===== config.mk =====
export PLATFORM = sky130hd
export DESIGN_NAME = serial_command_stepper_sequencer_unit
export DESIGN_NICKNAME = d
export VERILOG_FILES = /design/src/hw/rtl/scss_pkg.sv /design/src/hw/rtl/scss_core.sv /design/src/hw/rtl/serial_command_stepper_sequencer_unit.sv
export SDC_FILE = /design/constraint.sdc
export NUM_CORES = 1
export LEC_CHECK = 0
export BUFFER_PORTS_ARGS = -buffer_cell sky130_fd_sc_hd__buf_2
export CAP_MARGIN = 20
export CORE_MARGIN = 4
export CORE_UTILIZATION = 55
export CTS_BUF_LIST = sky130_fd_sc_hd__clkbuf_4
export DETAILED_ROUTE_END_ITERATION = 10
export PLACE_DENSITY = 0.76
export SYNTH_ARGS = -nofsm -noshare
export SYNTH_HDL_FRONTEND = slang
export SYNTH_SLANG_ARGS = --single-unit

===== constraint.sdc =====
create_clock -name clk_i -period 9.85 [get_ports clk_i]
set_input_delay 0.985 -clock clk_i [delete_from_list [all_inputs] [get_ports clk_i]]
set_output_delay 0.985 -clock clk_i [all_outputs]
set_load 0.01 [all_outputs]

===== src/hw/rtl/scss_pkg.sv =====
// Package for the serial command stepper sequencer.
// Holds command codes, register indexes, reset values, the result word type
// and the phase pattern lookup. No dependencies.
`default_nettype none

package scss_pkg;

  // Width of a received serial byte
  localparam int unsigned ByteW = 8;
  // Widths of the configuration registers
  localparam int unsigned StepsW = 10;
  localparam int unsigned PatternsW = 32;
  localparam int unsigned CfgDataW = 32;
  // Phase counter default width and product width (10b steps x 8b digit x 4)
  localparam int unsigned RemainingWidthDefault = 20;
  localparam int unsigned ProdW = StepsW + ByteW + 2;

  // Register reset values
  localparam logic [StepsW-1:0] StepsReset = 10'd520;
  localparam logic [PatternsW-1:0] PatternsReset = 32'h9030_60C0;

  // Command and digit byte codes
  localparam logic [ByteW-1:0] CmdForward = 8'h31;  // '1'
  localparam logic [ByteW-1:0] CmdReverse = 8'h32;  // '2'
  localparam logic [ByteW-1:0] CmdTurns = 8'h33;    // '3'
  localparam logic [ByteW-1:0] AsciiZero = 8'd48;

  // Input kinds
  typedef enum logic {
    KIND_BYTE = 1'b0,
    KIND_TICK = 1'b1
  } kind_e;

  // Configuration register indexes
  typedef enum logic {
    CFG_STEPS_PER_TURN = 1'b0,
    CFG_PHASE_PATTERNS = 1'b1
  } cfg_idx_e;

  // Command parser states
  typedef enum logic [2:0] {
    PARSE_IDLE  = 3'b001,
    PARSE_DIR   = 3'b010,
    PARSE_DIGIT = 3'b100
  } parse_e;

  // One result word
  typedef struct packed {
    logic [ByteW-1:0] port_value;
    logic             moving;
    logic             byte_dropped;
  } scss_result_t;

  // Select the port pattern of one phase
  function automatic logic [ByteW-1:0] phase_pattern(input logic [PatternsW-1:0] patterns,
                                                     input logic [1:0] idx);
    phase_pattern = patterns[idx*ByteW +: ByteW];
  endfunction

endpackage

`default_nettype wire


===== src/hw/rtl/scss_core.sv =====
// Command parser and phase sequencer state of the stepper sequencer.
// Depends on scss_pkg; produces the next result word for each accepted word.
`default_nettype none

module scss_core import scss_pkg::*; #(
  parameter int unsigned REMAINING_WIDTH = RemainingWidthDefault
) (
  input  wire logic                 clk_i,
  input  wire logic                 rst_ni,
  input  wire logic                 step_en_i,
  input  wire logic                 kind_i,
  input  wire logic [ByteW-1:0]     rx_byte_i,
  input  wire logic [StepsW-1:0]    steps_per_turn_i,
  input  wire logic [PatternsW-1:0] phase_patterns_i,
  output scss_result_t              result_o
);

  localparam int unsigned CntW = (REMAINING_WIDTH > ProdW) ? REMAINING_WIDTH : ProdW;
  localparam logic [CntW-1:0] CountLimit = CntW'({REMAINING_WIDTH{1'b1}});
  localparam logic [CntW-1:0] OneCycle = CntW'(4);

  parse_e                     parse_q, parse_d;
  logic [ByteW-1:0]           dir_q, dir_d;
  logic [1:0]                 idx_q, idx_d;
  logic                       rev_q, rev_d;
  logic [REMAINING_WIDTH-1:0] ticks_q, ticks_d;
  logic [ByteW-1:0]           port_q, port_d;
  logic                       dropped;

  logic                       start_en;
  logic                       start_rev;
  logic [CntW-1:0]            start_cnt;
  logic [CntW-1:0]            start_sat;
  logic [ByteW-1:0]           digit_val;
  logic [ProdW-1:0]           turns_prod;
  logic [1:0]                 start_idx;
  logic [1:0]                 step_idx;

  // Phase count for a turns command: steps * digit * 4
  assign digit_val = rx_byte_i - AsciiZero;
  assign turns_prod = {ProdW'(steps_per_turn_i) * ProdW'(digit_val)} << 2;
  assign start_sat = (start_cnt > CountLimit) ? CountLimit : start_cnt;
  assign start_idx = start_rev ? 2'd3 : 2'd0;
  assign step_idx = rev_q ? (idx_q - 2'd1) : (idx_q + 2'd1);

  // Next state for one word
  always_comb begin
    parse_d   = parse_q;
    dir_d     = dir_q;
    idx_d     = idx_q;
    rev_d     = rev_q;
    ticks_d   = ticks_q;
    port_d    = port_q;
    dropped   = 1'b0;
    start_en  = 1'b0;
    start_rev = 1'b0;
    start_cnt = OneCycle;

    if (kind_i == KIND_TICK) begin
      // Count down and advance the phase while still running
      if (ticks_q != '0) begin
        ticks_d = ticks_q - REMAINING_WIDTH'(1);
        if (ticks_q != REMAINING_WIDTH'(1)) begin
          idx_d  = step_idx;
          port_d = phase_pattern(phase_patterns_i, step_idx);
        end
      end
    end else if (ticks_q != '0) begin
      dropped = 1'b1;
    end else begin
      unique case (parse_q)
        PARSE_DIR: begin
          dir_d   = rx_byte_i;
          parse_d = PARSE_DIGIT;
        end
        PARSE_DIGIT: begin
          parse_d   = PARSE_IDLE;
          start_en  = (rx_byte_i >= AsciiZero) && (dir_q == CmdForward || dir_q == CmdReverse);
          start_rev = (dir_q == CmdReverse);
          start_cnt = CntW'(turns_prod);
        end
        default: begin
          parse_d = PARSE_IDLE;
          if (rx_byte_i == CmdForward) begin
            start_en = 1'b1;
          end else if (rx_byte_i == CmdReverse) begin
            start_en  = 1'b1;
            start_rev = 1'b1;
          end else if (rx_byte_i == CmdTurns) begin
            parse_d = PARSE_DIR;
          end
        end
      endcase

      // Launch a run on a nonzero phase count
      if (start_en && start_cnt != '0) begin
        rev_d   = start_rev;
        idx_d   = start_idx;
        ticks_d = REMAINING_WIDTH'(start_sat);
        port_d  = phase_pattern(phase_patterns_i, start_idx);
      end
    end
  end

  // Hold state between accepted words
  always_ff @(posedge clk_i or negedge rst_ni) begin
    if (!rst_ni) begin
      parse_q <= PARSE_IDLE;
      dir_q   <= '0;
      idx_q   <= '0;
      rev_q   <= 1'b0;
      ticks_q <= '0;
      port_q  <= '0;
    end else if (step_en_i) begin
      parse_q <= parse_d;
      dir_q   <= dir_d;
      idx_q   <= idx_d;
      rev_q   <= rev_d;
      ticks_q <= ticks_d;
      port_q  <= port_d;
    end
  end

  assign result_o.port_value   = port_d;
  assign result_o.moving       = (ticks_d != '0);
  assign result_o.byte_dropped = dropped;

endmodule

`default_nettype wire


===== src/hw/rtl/serial_command_stepper_sequencer_unit.sv =====
// Top level of the serial command stepper sequencer: handshake, config
// registers and the output register. Depends on scss_pkg and scss_core.
//
//   channel  | direction | handshake            | payload
//   ---------+-----------+----------------------+------------------------------------
//   in       | into      | in_valid_i/in_stall_o| kind_i, rx_byte_i
//   out      | out of    | out_valid_o/out_stall_i | port_value_o, moving_o, byte_dropped_o
//   cfg      | into      | cfg_we_i             | cfg_idx_i, cfg_data_i
//
// One word is accepted per cycle while in_stall_o is low; its result appears in the
// output register on the next cycle, set by the single parser/sequencer stage in scss_core.
// The input stalls only while the output register is full and stalled.
// Reset clears the parser, the run and the port pattern and loads register
// defaults; no clearing pass is needed.
`default_nettype none

module serial_command_stepper_sequencer_unit import scss_pkg::*; #(
  parameter int unsigned REMAINING_WIDTH = RemainingWidthDefault
) (
  input  wire logic                clk_i,
  input  wire logic                rst_ni,
  input  wire logic                in_valid_i,
  output      logic                in_stall_o,
  input  wire logic                kind_i,
  input  wire logic [ByteW-1:0]    rx_byte_i,
  output      logic                out_valid_o,
  input  wire logic                out_stall_i,
  output      logic [ByteW-1:0]    port_value_o,
  output      logic                moving_o,
  output      logic                byte_dropped_o,
  input  wire logic                cfg_we_i,
  input  wire logic                cfg_idx_i,
  input  wire logic [CfgDataW-1:0] cfg_data_i
);

  logic [StepsW-1:0]    steps_q;
  logic [PatternsW-1:0] patterns_q;
  logic                 in_accept;
  logic                 out_valid_q;
  scss_result_t         res_d;
  scss_result_t         res_q;

  // Accept unless a finished word is waiting on a stalled output
  assign in_stall_o = out_valid_q && out_stall_i;
  assign in_accept  = in_valid_i && !in_stall_o;

  // Write configuration registers
  always_ff @(posedge clk_i or negedge rst_ni) begin
    if (!rst_ni) begin
      steps_q    <= StepsReset;
      patterns_q <= PatternsReset;
    end else if (cfg_we_i) begin
      unique case (cfg_idx_e'(cfg_idx_i))
        CFG_STEPS_PER_TURN: steps_q    <= cfg_data_i[StepsW-1:0];
        CFG_PHASE_PATTERNS: patterns_q <= cfg_data_i[PatternsW-1:0];
        default:            steps_q    <= steps_q;
      endcase
    end
  end

  scss_core #(
    .REMAINING_WIDTH(REMAINING_WIDTH)
  ) u_core (
    .clk_i           (clk_i),
    .rst_ni          (rst_ni),
    .step_en_i       (in_accept),
    .kind_i          (kind_i),
    .rx_byte_i       (rx_byte_i),
    .steps_per_turn_i(steps_q),
    .phase_patterns_i(patterns_q),
    .result_o        (res_d)
  );

  // Track output word occupancy
  always_ff @(posedge clk_i or negedge rst_ni) begin
    if (!rst_ni) begin
      out_valid_q <= 1'b0;
    end else if (in_accept) begin
      out_valid_q <= 1'b1;
    end else if (!out_stall_i) begin
      out_valid_q <= 1'b0;
    end
  end

  // Load the output word on accept
  always_ff @(posedge clk_i) begin
    if (in_accept) begin
      res_q <= res_d;
    end
  end

  assign out_valid_o    = out_valid_q;
  assign port_value_o   = res_q.port_value;
  assign moving_o       = res_q.moving;
  assign byte_dropped_o = res_q.byte_dropped;

endmodule

`default_nettype wire


==> out/results.ini <==
[critical_path]
cp_common_cell = fa_1
critPathBufInv = 4
endpoint_kind = flop
cp_cell_sequence = buf_2, ha_1, xnor2_1, nand2_1, fa_1, inv_1, fa_1, fa_1, fa_1, ha_1, inv_1, and3_1, a2111oi_0, nand3_1, or4_1, a2111oi_4, nor3_1, buf_4, mux2i_1, a221o_1
cp-start-kind = input pin
rrSetupSlack_ns = 3.84
path_max_fanout = 13
arrival_ns = 7.28
worstSetupPathType = input pin to flop
slowest_delay_ns = 0.61
cp_top_family = adder cells
cp_slowest_cell = xnor2_1
critPathRequiredTime_ns = 10.24

[routing]
wirelength_mm = 19.6
ant_nets = 0
drt_iter0_drc = 549
viasPerCell = 6.11
vias = 6591
route.detailed.drc = 0
first_pass_iters = 5
wl_per_cell_um = 18.2

[global_routing]
grtUsageTotal_pct = 24.6
grtUsageMet3_pct = 4.15
use_met1_pct = 33.5
grt_pass1_vias = 6547
busiest_layer = met2
grt_antenna_before_repair = 0
grt_max_degree = 45
grtUsageMet2_pct = 41.0
grt_first_pass_wirelength_mm = 32.8
grt-ovfl-total = 0

[floorplanning]
io_pins = 59
core-area_um2 = 14600
initial_core_util_pct = 56.5
die_area_um2 = 17000
row_count = 44
dieWidth_um = 130
chipHeight_um = 130

[cts]
clk_latency_ns = 0.49
cts_tree = done
htree_levels = 3
clockBufferDepth = 2
cts_num_sinks = 95
postCtsSetupBuffers = 0
cts_made_buffers = 9
cts_resized = 0
clkSlewWorstSetupHoldPaths_ns = 0.18
cts_root_buffer = clkbuf_4
ctsHoldBuffers = 0

[layout]
antennaDiodeCount = 0
fin_nets = 1025
drive_gt1_share_pct = 20.2
n_fill_cell = 1232
final_cell_area_um2 = 8810
final_cell_mix = nand2_1 (92), dfrtp_1 (74), inv_1 (71), mux2_2 (70), buf_2 (57)
fin_cells = 1078
areaGrowthSynthToFinish_pct = 6.99
mostFrequentLayoutCell = nand2_1

[placed_design]
portBuffers = 58
dp_cells = 1062
place_congestion = 0.960
hpwl_mm = 14.9
post-place-ws_ns = 2.47
place_area_um2 = 8660

[synthesis]
synth_area_per_cell_um2 = 9.68
synth_area_um2 = 8240
synth_nets = 987
synthArstFlopShare_pct = 89.5
yosysSeqAreaShare_pct = 29.6
synth-main-ff-cell = dfrtp_1
synthCells = 851
ys_warn_count = 0
synthDistinctLibCells = 74
ys_ff_latch = 95
synth_edf_count = 10

[sta]
finalSetupViolCount = 0
slew_violations = 0
rsz0062_at_grt = no
max_freq_mhz = 145
period_needed_ns = 6.88
hold_viol = 0
post-route-period-util_pct = 69.9
worst_clock_skew_ns = 0.0269
final.setup.tns_ns = 0
fin_ws_ns = 2.97
tightest_slew_ns = 1.07
relSlewSlack_pct = 28.5

[pwr]
leakage_nw = 3.91
pwr_density_cell_nw_per_um2 = 277
vdd_drop_max_mv = 0.198

[run_status]
outcome = finished, final reports clean

[min_path]
hold_class = input pin to async pin

[flow_run]
max-cap-violations = 0

[routing by layer]
| metal | vias to the layer above | part of all wire, % |
|---|---|---|
| met5 | - | 0 |
| met1 | 3226 | 43 |
| met4 | 0 | 2.2 |
| met2 | 247 | 48 |
| li1 | 3080 | - |
| met3 | 38 | 6.3 |
[metrics by stage]
stage          hold WS [ns]  util [%]  total power [mW]
6_report              0.441      60.4              2.44
5_1_grt               0.443      60.4              2.68
4_1_cts               0.449      60.4              2.44
3_5_place_dp          0.488      59.4              2.21
3_3_place_gp          0.486      59.4              2.19
2_1_floorplan         0.470         -              1.83
[area by class of cell]
cell class	instances	area [um2]	share of cell area, %
multi-input cells	646	5380	61.0
repair buffers	65	345	3.92
flip-flops and latches	95	2440	27.7
clock buffers	9	67.6	0.767
well taps	184	230	2.61
inverters	72	270	3.07
clock inverters	7	83.8	0.951
[registers in the layout (all words and copies together) (netlist names)]
register / flops
u_core.parse_q: 3
moving_o: 1
byte_dropped_o: 1
u_core.port_q: 8
u_core.rev_q: 1
steps_q: 10
port_value_o: 8
patterns_q: 32
u_core.idx_q: 2
u_core.ticks_q: 20
u_core.dir_q: 8
out_valid_o: 1
[logic make-up after synthesis]
kind of cell | synth area share, %
and+or+nand+nor | 18.4
AOI/OAI and AO/OA | 12.0
buffers and inverters | 5.12
muxes | 14.2
DFF | 29.6
adders and majority gates | 18.0
xor gates and xnor gates | 2.66
[power by group]
part / switching (mW) / leakage (nW) / internal [mW] / total [mW]
Sequential: 0.0862 / 1.12 / 0.464 / 0.551
Clock: 0.162 / 0.0820 / 0.0628 / 0.225
Combinational: 0.995 / 2.71 / 0.674 / 1.67
Total: 1.24 / 3.91 / 1.20 / 2.44
[worst paths after layout]
kind | from | end | cells past startpoint
worst max-delay path | rx_byte_i[4] | u_core.port_q[2]$_DFFE_PN0P_ | 20
worst min-delay path | rst_ni | patterns_q[22]$_DFFE_PN0P_ | 1
worst max register to register | steps_q[3]$_DFFE_PN1P_ | u_core.port_q[2]$_DFFE_PN0P_ | 17
worst min register to register | patterns_q[22]$_DFFE_PN0P_ | patterns_q[22]$_DFFE_PN0P_ | 1
max in group asynchronous | rst_ni | steps_q[9]$_DFFE_PN1P_ | 2
min in group clk_i | patterns_q[22]$_DFFE_PN0P_ | patterns_q[22]$_DFFE_PN0P_ | 1
[Yosys cell counts, types with 19 or more instances]
cell type	count	area (um2)
mux2_2	70	788
and2_1	49	307
clkbuf_1	32	120
ha_1	41	513
nor2_1	46	173
dfrtp_1	74	1850
inv_1	71	267
fa_1	48	961
mux2i_1	19	190
nand2_1	92	345
a21oi_1	35	175
o21ai_0	28	140
(Power assumes the default switching activity.)
